File: config.mk
export PLATFORM = sky130hd
export DESIGN_NAME = gcd_control
export DESIGN_NICKNAME = d
export VERILOG_FILES = /design/src/design/gcd_pkg.sv /design/src/design/gcd_control.sv
export SDC_FILE = /design/constraint.sdc
export NUM_CORES = 1
export LEC_CHECK = 0
export ABC_CLOCK_PERIOD_IN_PS = 3550
export BUFFER_PORTS_ARGS = -buffer_cell sky130_fd_sc_hd__buf_2
export CAP_MARGIN = 20
export CORE_AREA = 2 2 39 41
export DETAILED_ROUTE_END_ITERATION = 16
export DIE_AREA = 0 0 41 43
export HOLD_SLACK_MARGIN = 0.08
export PLACE_DENSITY = 0.68
export SLEW_MARGIN = 20
export SYNTH_ARGS = -nofsm -noshare
export SYNTH_HDL_FRONTEND = slang
export SYNTH_SLANG_ARGS = --single-unit
File: constraint.sdc
create_clock -name clk -period 3.55 [get_ports clk]
set_input_delay 0.71 -clock clk [delete_from_list [all_inputs] [get_ports clk]]
set_output_delay 0.71 -clock clk [all_outputs]
set_load 0.02 [all_outputs]
File: src/design/gcd_pkg.sv
// ----------------------------------------------------------------------------
// gcd_pkg
// Shared types and constants for the genome compatibility distance block.
// ----------------------------------------------------------------------------
package gcd_pkg;

  localparam int MaxInnovationsDefault = 1024;
  localparam int WeightBitsDefault     = 16;
  localparam int InnovBits             = 10;
  localparam int CountBits             = 11;
  localparam int NodeBits              = 8;
  localparam int CoefBits              = 16;
  localparam int DistBits              = 32;
  localparam int SmallNodes            = 20;
  localparam int QuotBits              = 64;
  localparam int DivBits               = 17;

  localparam logic [1:0] OP_LOAD_A  = 2'd0;
  localparam logic [1:0] OP_LOAD_B  = 2'd1;
  localparam logic [1:0] OP_COMPUTE = 2'd2;

  localparam logic [1:0] REG_EXCESS   = 2'd0;
  localparam logic [1:0] REG_DISJOINT = 2'd1;
  localparam logic [1:0] REG_WEIGHT   = 2'd2;

  // Commands from the controller to the datapath.
  typedef struct packed {
    logic load_a;
    logic load_b;
    logic walk_start;
    logic walk_step;
    logic clear_step;
    logic prod_step;
    logic div_init;
    logic div_step;
    logic done;
  } gcd_cmd_t;

  // Status from the datapath to the controller.
  typedef struct packed {
    logic walk_last;
    logic prod_last;
    logic div_last;
  } gcd_status_t;

endpackage

File: src/design/gcd_control.sv
// ----------------------------------------------------------------------------
// gcd_control
// Sequencer for clearing, load, walk, numerator and divide phases.
// ----------------------------------------------------------------------------
module gcd_control (
  input  logic                  clk,
  input  logic                  rst,
  input  logic                  start,
  input  logic [1:0]            op,
  input  gcd_pkg::gcd_status_t  status,
  output gcd_pkg::gcd_cmd_t     cmd,
  output logic                  busy,
  output logic                  strobe
);
  import gcd_pkg::*;

  typedef enum logic [6:0] {
    ST_IDLE  = 7'b0000001,
    ST_WALK  = 7'b0000010,
    ST_FLUSH = 7'b0000100,
    ST_PROD  = 7'b0001000,
    ST_DIVI  = 7'b0010000,
    ST_DIV   = 7'b0100000,
    ST_CLEAR = 7'b1000000
  } state_t;

  state_t state;
  state_t state_next;
  logic   accept;

  assign accept = start && !busy;
  assign busy   = (state != ST_IDLE);

  always_comb begin
    state_next = state;
    cmd = '0;
    case (state)
      ST_CLEAR: begin
        cmd.clear_step = 1'b1;
        if (status.walk_last) state_next = ST_IDLE;
      end
      ST_IDLE: begin
        cmd.load_a = accept && (op == OP_LOAD_A);
        cmd.load_b = accept && (op == OP_LOAD_B);
        if (accept && op == OP_COMPUTE) begin
          cmd.walk_start = 1'b1;
          state_next = ST_WALK;
        end
      end
      ST_WALK: begin
        cmd.walk_step = 1'b1;
        if (status.walk_last) state_next = ST_FLUSH;
      end
      ST_FLUSH: begin
        state_next = ST_PROD;
      end
      ST_PROD: begin
        cmd.prod_step = 1'b1;
        if (status.prod_last) state_next = ST_DIVI;
      end
      ST_DIVI: begin
        cmd.div_init = 1'b1;
        state_next = ST_DIV;
      end
      ST_DIV: begin
        cmd.div_step = 1'b1;
        if (status.div_last) begin
          cmd.done = 1'b1;
          state_next = ST_IDLE;
        end
      end
      default: state_next = ST_IDLE;
    endcase
  end

  always_ff @(posedge clk) begin
    if (rst) begin
      state  <= ST_CLEAR;
      strobe <= 1'b0;
    end else begin
      state  <= state_next;
      strobe <= cmd.done;
    end
  end

  // A result beat only follows the divide phase.
  assert property (@(posedge clk) disable iff (rst) strobe |-> $past(state == ST_DIV))
    else $error("result beat without divide");
  assert property (@(posedge clk) disable iff (rst)
    (state == ST_WALK && !status.walk_last) |=> state == ST_WALK)
    else $error("walk left early");
  assert property (@(posedge clk) disable iff (rst) strobe |-> !busy)
    else $error("result while busy");

endmodule

==> impl_metrics.xml <==
<?xml version="1.0" encoding="UTF-8"?>
<metrics>
  <group name="clock_network">
    <metric name="postCtsHoldBufs" unit="">0</metric>
    <metric name="cts.reportedPaths.clkPinSlew" unit="ns">0.06</metric>
    <metric name="cts_htree_levels" unit="">1</metric>
    <metric name="clockBufferDepth" unit="">2</metric>
    <metric name="cts_made_buffers" unit="">3</metric>
    <metric name="post_cts_resize_count" unit="">0</metric>
    <metric name="clock_latency" unit="ns">0.27</metric>
    <metric name="clock-root-buffer" unit="">sky130_fd_sc_hd__clkbuf_4</metric>
    <metric name="cts_tree" unit="">built</metric>
    <metric name="cts.repair_timing.setup_buffer_count" unit="">0</metric>
    <metric name="clock_sink_count" unit="">8</metric>
  </group>
  <group name="sta">
    <metric name="fin_skew" unit="ns">0.006022</metric>
    <metric name="grt_setup_unrepaired" unit="">false</metric>
    <metric name="period_minus_slack" unit="ns">2.515</metric>
    <metric name="setup_tns" unit="ns">0</metric>
    <metric name="period_share" unit="%">70.85</metric>
    <metric name="max_slew_margin" unit="%">76.99</metric>
    <metric name="final_hold_viol_count" unit="">0</metric>
    <metric name="tightestPinTransition" unit="ns">0.3408</metric>
    <metric name="final_setup_viols" unit="">0</metric>
    <metric name="final_slew_violations" unit="">0</metric>
    <metric name="max_freq" unit="MHz">397.6</metric>
  </group>
  <group name="hold_path">
    <metric name="hold_path.class" unit="">reg2reg</metric>
  </group>
  <group name="floorplan">
    <metric name="dieHeight" unit="microns">43</metric>
    <metric name="i_o_pins" unit="">19</metric>
    <metric name="initial_utilization" unit="%">39.78</metric>
    <metric name="floorplan.die.width" unit="microns">41</metric>
    <metric name="core_region_area" unit="sq mm">0.001384</metric>
    <metric name="std_cell_rows" unit="">14</metric>
    <metric name="dieArea" unit="sq mm">0.001763</metric>
  </group>
  <group name="global_route">
    <metric name="grt_first_pass_wirelength" unit="mm">2.256</metric>
    <metric name="grt_overflow" unit="">0</metric>
    <metric name="number_of_antenna_violations_at_the_first_check_in_global_routing" unit="">0</metric>
    <metric name="grt_max_degree" unit="">11</metric>
    <metric name="number_of_global_route_vias_before_repair" unit="">539</metric>
    <metric name="grt_use_total" unit="%">19.23</metric>
  </group>
  <group name="synth">
    <metric name="ys_async_sr_fraction" unit="%">0</metric>
    <metric name="post_synth_instance_area" unit="sq um">550.5</metric>
    <metric name="synth-seq-cells" unit="">8</metric>
    <metric name="synth_sequential_area_ratio" unit="%">29.09</metric>
    <metric name="yosysWarningCount" unit="">0</metric>
    <metric name="synthesis.instances" unit="">66</metric>
    <metric name="synth-main-ff-cell" unit="">sky130_fd_sc_hd__dfxtp_1</metric>
    <metric name="syn-mean-instance-area" unit="sq um">8.341</metric>
    <metric name="synth.distinct_cells" unit="">35</metric>
    <metric name="syn-num-nets" unit="">74</metric>
    <metric name="post_synth_edffs" unit="">0</metric>
  </group>
  <group name="detailed_routing">
    <metric name="detailroute.via_count" unit="">599</metric>
    <metric name="detailedRoute.firstPassIterationCount" unit="">4</metric>
    <metric name="drt-wirelength-per-cell" unit="microns">13.82</metric>
    <metric name="wl" unit="mm">1.368</metric>
    <metric name="initialDrtViolationCount" unit="">17</metric>
    <metric name="final_antenna_net_count" unit="">0</metric>
    <metric name="viasPerCell" unit="">6.051</metric>
    <metric name="drcViolationCount" unit="">0</metric>
  </group>
  <group name="pwr">
    <metric name="leakagePower" unit="nW">0.2954</metric>
    <metric name="vdd.ir_drop.worst" unit="V">0.0001224</metric>
    <metric name="cellPowerDensity" unit="mW/mm^2">321.5</metric>
  </group>
  <group name="worst_setup_path">
    <metric name="timing.critical_path.arrival" unit="ns">1.81</metric>
    <metric name="criticalPathCategory" unit="">reg2out</metric>
    <metric name="required" unit="ns">2.84</metric>
    <metric name="crit_fanout" unit="">8</metric>
    <metric name="crit_path_end_kind" unit="">output port</metric>
    <metric name="start_kind" unit="">register</metric>
  </group>
  <group name="place">
    <metric name="place_hpwl" unit="mm">1.032</metric>
    <metric name="port-buffer-count" unit="">18</metric>
    <metric name="place.gp.congestion" unit="">0.9169</metric>
  </group>
  <group name="cells_and_area">
    <metric name="finalNetCount" unit="">93</metric>
    <metric name="diodes" unit="">0</metric>
    <metric name="final_core_utilization" unit="%">46.56</metric>
    <metric name="fraction_of_final_layout_cells_sized_beyond_drive_strength_1" unit="%">32.53</metric>
    <metric name="layout-area-overhead-vs-synth" unit="%">17.05</metric>
  </group>
  <group name="job">
    <metric name="max_cap_violations" unit="">0</metric>
  </group>
  <group name="status">
    <metric name="run_status" unit="">finished clean</metric>
  </group>
</metrics>
-- cells in the mapped netlist, types with 2 or more instances --
| cell | count | area, sq um |
|---|---|---|
| sky130_fd_sc_hd__nor3_1 | 6 | 30.03 |
| sky130_fd_sc_hd__nor4b_1 | 3 | 26.28 |
| sky130_fd_sc_hd__dfxtp_1 | 8 | 160.2 |
| sky130_fd_sc_hd__nor2_1 | 7 | 26.28 |
| sky130_fd_sc_hd__nor2b_1 | 2 | 12.51 |
| sky130_fd_sc_hd__or4_1 | 2 | 15.01 |
| sky130_fd_sc_hd__buf_6 | 3 | 33.78 |
| sky130_fd_sc_hd__and3_1 | 3 | 18.77 |
| sky130_fd_sc_hd__nor3b_1 | 2 | 15.01 |
| sky130_fd_sc_hd__nand2_1 | 2 | 7.510 |
| sky130_fd_sc_hd__inv_1 | 3 | 11.26 |
| sky130_fd_sc_hd__o31ai_1 | 2 | 15.01 |
-- logic make-up (layout without fill, tap and decap cells) --
family / after synthesis / count (layout) / share of synthesized area (%)
simple gates: 37 / 37 / 41.14
compound gates: 12 / 12 / 17.50
flops: 8 / 8 / 29.09
buf+inv: 7 / 24 / 9.089
xor+xnor: 2 / 2 / 3.182
-- layout make-up --
cell class	instances	area, sq um
Clock buffer	3	22.52
Multi-Input combinational cell	51	340.3
Inverter	3	11.26
Sequential cell	8	160.2
Fill cell	147	739.5
Timing Repair Buffer	18	90.09
Tap cell	16	20.02
-- routing by layer --
layer	share of wire (%)	up-vias	GRT usage, %
met4	3.9	0	15.33
li1	-	281	-
met5	0	-	0
met3	6.4	7	3.141
met1	39	275	21.75
met2	51	36	29.69
-- path summary, 6_finish.rpt --
kind	cells past startpoint	startpoint	slack [ns]	endpoint
worst max-delay path	4	state[2]$_SDFFE_PP0P_	1.03	cmd[7]
worst min-delay path	2	state[1]$_SDFFE_PP0P_	0.62	state[1]$_SDFFE_PP0P_
worst max register to register	4	state[5]$_SDFFE_PP0P_	1.82	state[5]$_SDFFE_PP0P_
worst min register to register	2	state[1]$_SDFFE_PP0P_	0.62	state[1]$_SDFFE_PP0P_
-- worst max-delay path, cell delays in order, from the launching register on --
cell and delay (ns):
sky130_fd_sc_hd__dfxtp_1 0.38, sky130_fd_sc_hd__nor3_1 0.33, sky130_fd_sc_hd__nand4b_1 0.29, sky130_fd_sc_hd__nor4b_1 0.32, sky130_fd_sc_hd__buf_2 0.22
-- stage by stage --
stage                     worst slack [ns]  power [mW]  instances  instance area (sq um)  hold slack, ns
final                                1.035      0.2072         99                  644.4          0.6198
after global routing                0.8394      0.2157         99                  644.4          0.6544
after CTS                            1.032      0.2080         99                  644.4          0.6173
after detailed placement             1.326      0.1326         96                  621.8          0.6071
after global placement               1.431      0.1324         96                  621.8          0.5953
after floorplan                     0.9406      0.1223         66                  550.5          0.5456
-- layout by cell type, fill, tap and decap left out, drive strengths merged --
cell type / instances
buf: 18
nor3: 6
or2: 1
or3: 1
and2: 2
o31a: 1
o311ai: 1
nor2: 7
o22ai: 1
nor3b: 2
xor2: 1
xnor2: 1
o31ai: 2
nand3b: 1
dfxtp: 8
o21ai: 1
nor4b: 3
nand2: 2
a221oi: 1
nand4b: 1
clkbuf: 3
nor4: 1
a21oi: 1
or2b: 1
inv: 3
a311oi: 1
and3b: 1
o21ba: 1
and3: 4
nor2b: 2
or4: 2
o211ai: 1
a21o: 1
-- state kept, by name (all words and copies together) (netlist names) --
register  flops
state         7
strobe        1
-- power by group --
part | internal [mW] | leakage, nW | switching (mW) | total [mW]
clock | 0.0391 | 0.0138 | 0.0369 | 0.0760
sequential | 0.0921 | 0.0652 | 0.00582 | 0.0979
combinational | 0.0144 | 0.216 | 0.0188 | 0.0332
total | 0.146 | 0.295 | 0.0616 | 0.207
(Power assumes the default switching activity.)
